[src/range_minimum_sparse_table_top_assert.svh]
// assertion helpers for the range minimum block
`ifndef RANGE_MINIMUM_SPARSE_TABLE_TOP_ASSERT_SVH
`define RANGE_MINIMUM_SPARSE_TABLE_TOP_ASSERT_SVH

// checked only out of reset
`define RMST_ASSERT_RST(lbl, prop, msg) \
    lbl: assert property (@(posedge clk) disable iff (!rst_n) prop) else $error(msg);

// checked on every edge, reset included
`define RMST_ASSERT_ALWAYS(lbl, prop, msg) \
    lbl: assert property (@(posedge clk) prop) else $error(msg);

`endif

[src/rmst_pkg.sv]
package rmst_pkg;

    localparam int DEPTH_DEF  = 1024;
    localparam int LEVELS_DEF = 11;
    localparam int DATA_W     = 32;
    localparam int IN_IDX_W   = 10;
    localparam int LEN_W      = IN_IDX_W + 1;

    // command codes
    localparam logic [1:0] FUNC_APPEND = 2'd0;
    localparam logic [1:0] FUNC_QUERY  = 2'd1;
    localparam logic [1:0] FUNC_CLEAR  = 2'd2;

    typedef struct packed {
        logic [1:0]                 func;
        logic signed [DATA_W-1:0]   value;
        logic [IN_IDX_W-1:0]        left;
        logic [IN_IDX_W-1:0]        right;
    } in_word_t;

    typedef struct packed {
        logic signed [DATA_W-1:0]   min_value;
        logic                       range_error;
    } out_word_t;

endpackage

[src/rmst_cmp.sv]
module rmst_cmp (
    a,
    b,
    min_out
);
    input  logic [rmst_pkg::DATA_W-1:0] a;
    input  logic [rmst_pkg::DATA_W-1:0] b;
    output logic [rmst_pkg::DATA_W-1:0] min_out;

    // two's complement compare
    always_comb
    begin
        if ($signed(a) < $signed(b))
        begin
            min_out = a;
        end
        else
        begin
            min_out = b;
        end
    end

endmodule

[config.mk]
export PLATFORM = sky130hd
export DESIGN_NAME = rmst_cmp
export DESIGN_NICKNAME = d
export VERILOG_FILES = /design/src/range_minimum_sparse_table_top_assert.svh /design/src/rmst_pkg.sv /design/src/rmst_cmp.sv
export SDC_FILE = /design/constraint.sdc
export NUM_CORES = 1
export LEC_CHECK = 0
export BUFFER_PORTS_ARGS = -buffer_cell sky130_fd_sc_hd__buf_2
export CAP_MARGIN = 0
export CORE_ASPECT_RATIO = 1.75
export CORE_MARGIN = 1.5
export CORE_UTILIZATION = 30
export DETAILED_ROUTE_END_ITERATION = 10
export GPL_TIMING_DRIVEN = 0
export PLACE_DENSITY = 0.65
export SLEW_MARGIN = 30
export SYNTH_ARGS = -nofsm -noshare
export SYNTH_HDL_FRONTEND = slang
export SYNTH_SLANG_ARGS = --single-unit
[constraint.sdc]
create_clock -name vclk -period 3.54
set_clock_uncertainty 0.05 [all_clocks]
set_input_delay 0.177 -clock vclk [all_inputs]
set_output_delay 0.177 -clock vclk [all_outputs]
set_load 0.02 [all_outputs]
==> run summary, run 1 <==
post-CTS setup buffer count -> 0
GP Congestion -> 0.724
GR Overflow Total -> 0
PwrDens -> 196 mW/mm2
# IOs -> 96
Vias -> 1387
global-route wire length before repair -> 4.51 mm
vias in the first global route -> 1235
Setup crit start kind -> input pin
most common cell after layout, fill and taps aside -> buf_2
crit-path cells -> buf_2, ha_1, a211o_1, a31oi_1, o221ai_1, a211o_1, a211oi_4, buf_6, mux2_2, buf_2
Placed Instances -> 291
sequential fraction of the synthesis area -> 0%
actual slew at the worst max-slew pin -> 0.315 ns
post-layout min period -> 2.84 ns
Max-Cap Viols -> 0
YS warnings -> 0
hold_buf cts -> 0
drt drc -> 0
final setup TNS -> 0 ns
part of the power in the clock network -> 0%
most frequent cells in the layout -> buf_2, inv_1, ha_1
remaining antenna violation count after routing -> 0
Comb power frac -> 100.0%
Fillers -> 423
net switching power -> 0.179 mW
wire length per cell -> 10.1 um
outcome -> finished clean
first drt pass iteration count -> 4
Max Slew Vio Count -> 0
Clock Buffer Count -> 0
sequential share of power -> 0%
# rows -> 30
Final Cycle Share -> 80.3%
hold_sp -> b[29]
core region area -> 0.00387 mm2
CP Capture Type -> output port
Syn Inst Count -> 147
fmax -> 0.352 GHz
LEAKAGE -> 1.04 nW
Reg area -> 0 um2
share of layout cells above drive strength 1 -> 53.9%
Worst Hold End -> min_out[29]
Seq cells -> 0
largest net degree at the start of global routing -> 11
worst hold path stage count -> 3
final WL -> 2.95 mm
max_slew headroom -> 79.0%
VDD IR max -> 0.0856 mV
synthesized area -> 0.00120 mm2
synthesized area per cell -> 8.16 um2
endpoints failing setup -> 0
top cell type's share of synthesized area -> 32.3%
die span in x -> 50.8 um
Slowest-stage cell, CP -> mux2_2
P&R area growth vs syn -> 45.0%
RSZ-0062 raised after global routing -> false
Final Hold Vio Count -> 0
DR iter-0 viols -> 6
Worst Path Max Fanout -> 10
Starting Density -> 31.0%
switching fraction of total power -> 52.5%
PortBufs -> 96
Hold/Removal Path Class -> input pin to output port
WP data arrival -> 2.61 ns
# resized after CTS -> 0
nets -> 340
Ant. Diodes -> 0
WP data required -> 3.31 ns
Net Count, Synth -> 242
Synth area leader -> ha_1
die area -> 0.00440 mm2
crit-path max cell delay -> 0.34 ns
half-perimeter wire length after placement -> 2.76 mm
largest cells by area after synthesis -> ha_1, mux2_2, inv_1, a21oi_1, buf_6
die height -> 86.7 um
initial antenna violation count -> 0
Setup CP Type -> input pin to output port
Vias/cell -> 4.77
Total GRT Usage -> 12.3%
Int Pwr -> 0.162 mW
non-filler cells, final -> 291
Synth cell types -> 24
==> metrics by stage <==
step | hold slack (ns) | cell area, um2 | worst slack, ns | total power [mW] | util, %
4_1_cts | 0.645 | 1740 | 0.695 | 0.346 | 45.0
3_5_place_dp | 0.642 | 1740 | 0.702 | 0.345 | 45.0
2_1_floorplan | 0.493 | 1200 | 1.05 | 0.233 | -
6_report | 0.644 | 1740 | 0.699 | 0.341 | 45.0
3_3_place_gp | 0.642 | 1740 | 0.720 | 0.341 | 45.0
5_1_grt | 0.667 | 1740 | 0.577 | 0.375 | 45.0
==> final cells by class <==
type	instances	area (um2)	share of cell area (%)
buffer	3	33.8	1.94
tap	48	60.1	3.45
inverter	32	120	6.90
multi-input combinational	112	1050	60.1
timing repair buffer	96	480	27.6
==> power by group through the flow <==
| stage | Sequential [mW] | Combinational [mW] | Clock [mW] |
|---|---|---|---|
| 2_1_floorplan | 0 | 0.233 | 0 |
| 3_3_place_gp | 0 | 0.341 | 0 |
| 3_5_place_dp | 0 | 0.345 | 0 |
| 4_1_cts | 0 | 0.346 | 0 |
| 5_1_grt | 0 | 0.375 | 0 |
| 6_report | 0 | 0.341 | 0 |
==> cells by family after synthesis <==
group	Yosys count	share of synthesized area [%]
buffers and inverters	35	12.8
muxes	32	30.0
adders and majority gates	31	32.3
AOI/OAI and AO/OA	26	15.0
and+or+nand+nor	23	9.80
==> Yosys cell counts, drive strengths merged <==
master  number
a21oi       12
a221oi       1
a211oi       2
or3          1
inv         32
a21o         2
ha          31
a31oi        1
o21ai        3
nand2b       1
o221ai       1
nand4        3
a211o        2
nor2         4
o22ai        1
nand3        3
nand2        7
a221o        1
mux2        32
and2         2
buf          3
and4         2
==> worst max path at each step <==
stage | start | endpoint | slack (ns) | cells after the start
floorplan | b[25] | min_out[29] | 1.05 | 9
global placement | a[2] | min_out[8] | 0.72 | 10
detailed placement | a[2] | min_out[16] | 0.70 | 10
CTS | a[2] | min_out[16] | 0.69 | 10
global route | a[2] | min_out[16] | 0.58 | 10
finish | a[2] | min_out[16] | 0.70 | 10
==> metal layers <==
layer | GRT usage, % | share of wire, % | vias to the layer above
li1 | - | - | 720
met1 | 11.0 | 34 | 620
met2 | 28.7 | 59 | 47
met3 | 0.862 | 6.5 | 0
met4 | 0 | 0 | 0
met5 | 0 | 0 | -
==> worst max-delay path: cells and delay by family <==
| kind | cells | cell delay (ns) |
|---|---|---|
| buffers and inverters | 3 | 0.46 |
| adder cells (fa/ha/maj) | 1 | 0.29 |
| AO/OA/AOI/OAI | 5 | 1.33 |
| multiplexers | 1 | 0.34 |
(Power assumes the default switching activity.)
==> inputs of run 2 (changes only) <==
--- a/config.mk
+++ b/config.mk
@@ -5,6 +5,7 @@
 export SDC_FILE = /design/constraint.sdc
 export NUM_CORES = 1
 export LEC_CHECK = 0
+export ABC_AREA = 1
 export BUFFER_PORTS_ARGS = -buffer_cell sky130_fd_sc_hd__buf_2
 export CAP_MARGIN = 0
 export CORE_ASPECT_RATIO = 1.75
==> constraint.sdc (replaced) <==
create_clock -name vclk -period 2.35
set_clock_uncertainty 0.05 [all_clocks]
set_input_delay 0.1175 -clock vclk [all_inputs]
set_output_delay 0.1175 -clock vclk [all_outputs]
set_load 0.02 [all_outputs]
==> run summary, run 2 <==
endpoints failing setup -> 0
wire length per cell -> 10.3 um
Crit path top cell by count -> nand2_1
Reg area -> 0 um2
Vias/cell -> 4.75
synthesized area per cell -> 5.56 um2
remaining antenna violation count after routing -> 0
CP Capture Type -> output port
Setup crit start kind -> input pin
nets -> 439
sequential fraction of the synthesis area -> 0%
crit-path cells -> buf_2, inv_1, ha_1, a21oi_1, nor2_1, nor3_1, nand2_1, nand2_1, nand2_1, nand2_1, nand2_2, nand2_2, buf_2, nand3_1, nand2_1, buf_2
# rows -> 32
core region area -> 0.00440 mm2
initial antenna violation count -> 0
actual slew at the worst max-slew pin -> 0.185 ns
WP data arrival -> 1.88 ns
Syn Inst Count -> 246
PwrDens -> 324 mW/mm2
Clock Buffer Count -> 0
Synth area leader -> ha_1
die height -> 92.3 um
final setup TNS -> 0 ns
crit path capture -> min_out[16]
DR iter-0 viols -> 25
top cells by count, synth -> nand3_1, nand2_1, inv_1
RSZ-0062 raised after global routing -> false
crit-path max cell delay -> 0.28 ns
largest net degree at the start of global routing -> 11
Synth cell types -> 15
GP Congestion -> 0.816
global-route wire length before repair -> 6.75 mm
Slowest-stage cell, CP -> ha_1
post-CTS setup buffer count -> 0
Ant. Diodes -> 0
Vias -> 1866
Design Power -> 0.620 mW
# IOs -> 96
outcome -> finished clean
drt drc -> 0
P&R area growth vs syn -> 40.0%
VDD IR max -> 0.194 mV
Starting Density -> 31.1%
most common cell after layout, fill and taps aside -> buf_2
die area -> 0.00499 mm2
LEAKAGE -> 1.30 nW
final WL -> 4.06 mm
Final Hold Vio Count -> 0
# resized after CTS -> 0
Seq cells -> 0
largest cells by area after synthesis -> ha_1, nand3_1, nand2_1, inv_1, a21oi_1
PortBufs -> 96
synthesized area -> 0.00137 mm2
first drt pass iteration count -> 4
Hold/Removal Path Class -> input pin to output port
die span in x -> 54.0 um
top cell type's share of synthesized area -> 28.4%
hold_buf cts -> 0
fin util -> 43.5%
YS warnings -> 0
Final Cycle Share -> 87.0%
Max Slew Vio Count -> 0
Net Count, Synth -> 341
Total GRT Usage -> 16.7%
most frequent cells in the layout -> buf_2, nand3_1, nand2_1
Worst Path Max Fanout -> 10
Max-Cap Viols -> 0
most common cell in the synthesized netlist -> nand3_1
WP data required -> 2.18 ns
post-layout min period -> 2.04 ns
CP Launch Point -> b[5]
share of layout cells above drive strength 1 -> 32.7%
vias in the first global route -> 1745
GR Overflow Total -> 0
Setup CP Type -> input pin to output port
fmax -> 0.489 GHz
max_slew headroom -> 87.7%
half-perimeter wire length after placement -> 3.54 mm
## run 2: cell types whose count changed in the layout (fill, tap and decap cells not counted), sizes merged, moves of 3 or more
cell	delta
nand3	+63
nand2	+58
mux2	-32
buf	+8
inv	+8
nor2	+5
o21ai	+3
## run 2: metrics by stage
step,setup slack (ns),std cells,cell area (um2),hold slack [ns]
global route,0.0260,393,1910,0.556
global placement,0.280,393,1910,0.530
detailed placement,0.278,393,1910,0.534
finish,0.307,393,1910,0.536
floorplan,0.652,246,1370,0.370
CTS,0.268,393,1910,0.536
## run 2: area by class of cell
| class | instances | area (um2) |
|---|---|---|
| Tap cell | 51 | 63.8 |
| Buffer | 12 | 96.3 |
| Timing Repair Buffer | 96 | 480 |
| Fill cell | 509 | 2490 |
| Inverter | 40 | 150 |
| Multi-Input combinational cell | 194 | 1120 |
## run 2: worst min-delay path by stage
stage	slack, ns	cells after the start	from	endpoint
after global placement	0.53	4	a[31]	min_out[31]
after floorplan	0.37	2	b[0]	min_out[0]
final	0.54	4	b[25]	min_out[25]
after global routing	0.56	4	a[8]	min_out[8]
after detailed placement	0.53	4	b[25]	min_out[25]
after CTS	0.54	4	b[25]	min_out[25]
## run 2: cells by family after synthesis
| kind of cell | count (synthesis) | share of synthesized area [%] |
|---|---|---|
| compound gates | 20 | 7.59 |
| fa+ha+maj | 31 | 28.4 |
| buf+inv | 52 | 17.8 |
| simple gates | 143 | 46.2 |
## run 2: routing by layer
layer	vias to the layer above	routed length, um	GRT usage (%)
li1	1003	-	-
met1	790	1650	18.0
met2	71	2170	34.3
met3	2	218	0.484
met4	0	14	1.25
met5	-	0	0
## run 2: critical path: cells and delay by family
kind,cells,cell delay [ns]
AOI/OAI and AO/OA,1,0.15
adders and majority gates,1,0.28
buffers and inverters,4,0.50
and+or+nand+nor,10,0.82
## run 2: report_power, final
group,internal [mW],switching (mW),leakage (nW)
Combinational,0.241,0.379,1.30
Clock,0,0,0
Sequential,0,0,0
Total,0.241,0.379,1.30
==> inputs of run 3 (changes only) <==
--- a/config.mk
+++ b/config.mk
@@ -9,11 +9,12 @@
 export BUFFER_PORTS_ARGS = -buffer_cell sky130_fd_sc_hd__buf_2
 export CAP_MARGIN = 0
 export CORE_ASPECT_RATIO = 1.75
-export CORE_MARGIN = 1.5
 export CORE_UTILIZATION = 30
 export DETAILED_ROUTE_END_ITERATION = 10
+export GPL_ROUTABILITY_DRIVEN = 1
 export GPL_TIMING_DRIVEN = 0
 export PLACE_DENSITY = 0.65
+export RECOVER_POWER = 50
 export SLEW_MARGIN = 30
 export SYNTH_ARGS = -nofsm -noshare
 export SYNTH_HDL_FRONTEND = slang
==> run summary, run 3 (same netlist as run 2, synthesis figures left out) <==
GR Overflow Total -> 0
PortBufs -> 96
DP Area -> 0.00191 mm2
fin util -> 43.6%
switching fraction of total power -> 61.1%
fmax -> 0.483 GHz
uppermost layer routed -> met3
Comb power frac -> 100.0%
WP data required -> 2.18 ns
post-CTS setup buffer count -> 0
Int Pwr -> 0.241 mW
net switching power -> 0.380 mW
part of the power in the clock network -> 0%
core region area -> 0.00440 mm2
Non-Filler Cell Area, Final -> 0.00192 mm2
Placed Instances -> 393
DR iter-0 viols -> 21
metal1 wirelength -> 1.65 mm
post-layout min period -> 2.07 ns
remaining antenna violation count after routing -> 0
Total GRT Usage -> 16.9%
die area -> 0.00484 mm2
sequential share of power -> 0%
Met3 Wirelength -> 164 um
drt drc -> 0
die height -> 91.3 um
most common cell after layout, fill and taps aside -> buf_2
RSZ-0062 raised after global routing -> false
Hold/Removal Path Class -> input pin to output port
hold_ws -> 0.533 ns
Starting Density -> 31.1%
Setup crit start kind -> input pin
PwrDens -> 324 mW/mm2
Vias/cell -> 4.77
Clock Buffer Count -> 0
Max-Cap Viols -> 0
Reg area -> 0 um2
largest net degree at the start of global routing -> 11
half-perimeter wire length after placement -> 3.53 mm
vias in the first global route -> 1698
met2 wire len -> 2.20 mm
P&R area growth vs syn -> 40.3%
max_slew headroom -> 83.6%
LEAKAGE -> 1.30 nW
Worst Path Max Fanout -> 10
outcome -> finished clean
Final Hold Vio Count -> 0
Setup CP Type -> input pin to output port
WP data arrival -> 1.90 ns
# IOs -> 96
setup slack after layout -> 0.282 ns
non-filler cells, final -> 393
most frequent cells in the layout -> buf_2, nand3_1, nand2_1
Vias -> 1874
global-route wire length before repair -> 6.60 mm
die span in x -> 53.0 um
Design Power -> 0.621 mW
Final Cycle Share -> 88.0%
GP Congestion -> 0.785
DP Worst Slack -> 0.224 ns
# rows -> 32
Ant. Diodes -> 0
endpoints failing setup -> 0
# resized after CTS -> 0
first drt pass iteration count -> 6
initial antenna violation count -> 0
nets -> 439
actual slew at the worst max-slew pin -> 0.247 ns
Seq cells -> 0
CP Capture Type -> output port
Max Slew Vio Count -> 0
VDD IR max -> 0.179 mV
wire length per cell -> 10.2 um
final setup TNS -> 0 ns
final WL -> 4.02 mm
share of layout cells above drive strength 1 -> 32.5%
hold_buf cts -> 0
[run 3: cell types whose count changed in the layout (fill, tap and decap cells not counted), sizes merged]
| cell | previous run | this run |
|---|---|---|
| buf | 107 | 97 |
| clkbuf | 1 | 11 |
[run 3: layout make-up]
type                       count  area (um2)
multi-input combinational    194        1120
fill                         525        2490
timing repair buffer          96         479
buffer                        12         101
inverter                      40         150
tap                           51        63.8
[run 3: layer usage]
| layer | global-route usage, % | vias to the layer above |
|---|---|---|
| met1 | 17.9 | 809 |
| met5 | 0 | - |
| met3 | 0 | 0 |
| met4 | 0 | 0 |
| met2 | 36.0 | 60 |
| li1 | - | 1005 |
[run 3: path summary, 6_finish.rpt]
path / from / end / slack, ns / cells past startpoint
max: a[5] / min_out[28] / 0.28 / 15
min: b[11] / min_out[11] / 0.53 / 4
[run 3: power groups by stage]
stage / clock [mW] / combinational [mW] / sequential [mW]
final: 0 / 0.621 / 0
after global routing: 0 / 0.698 / 0
after CTS: 0 / 0.627 / 0
after detailed placement: 0 / 0.624 / 0
after global placement: 0 / 0.619 / 0
after floorplan: 0 / 0.410 / 0
[run 3: worst max-delay path, cell delays in order]
cell	delay [ns]
buf_2	0.11
ha_1	0.30
a21oi_1	0.17
nor2_1	0.06
nor3_1	0.12
nand2_1	0.09
nand2_1	0.06
nand2_1	0.05
nand2_1	0.11
nand2_2	0.10
nand2_2	0.11
clkbuf_4	0.21
nand3_1	0.09
nand2_1	0.07
buf_2	0.15
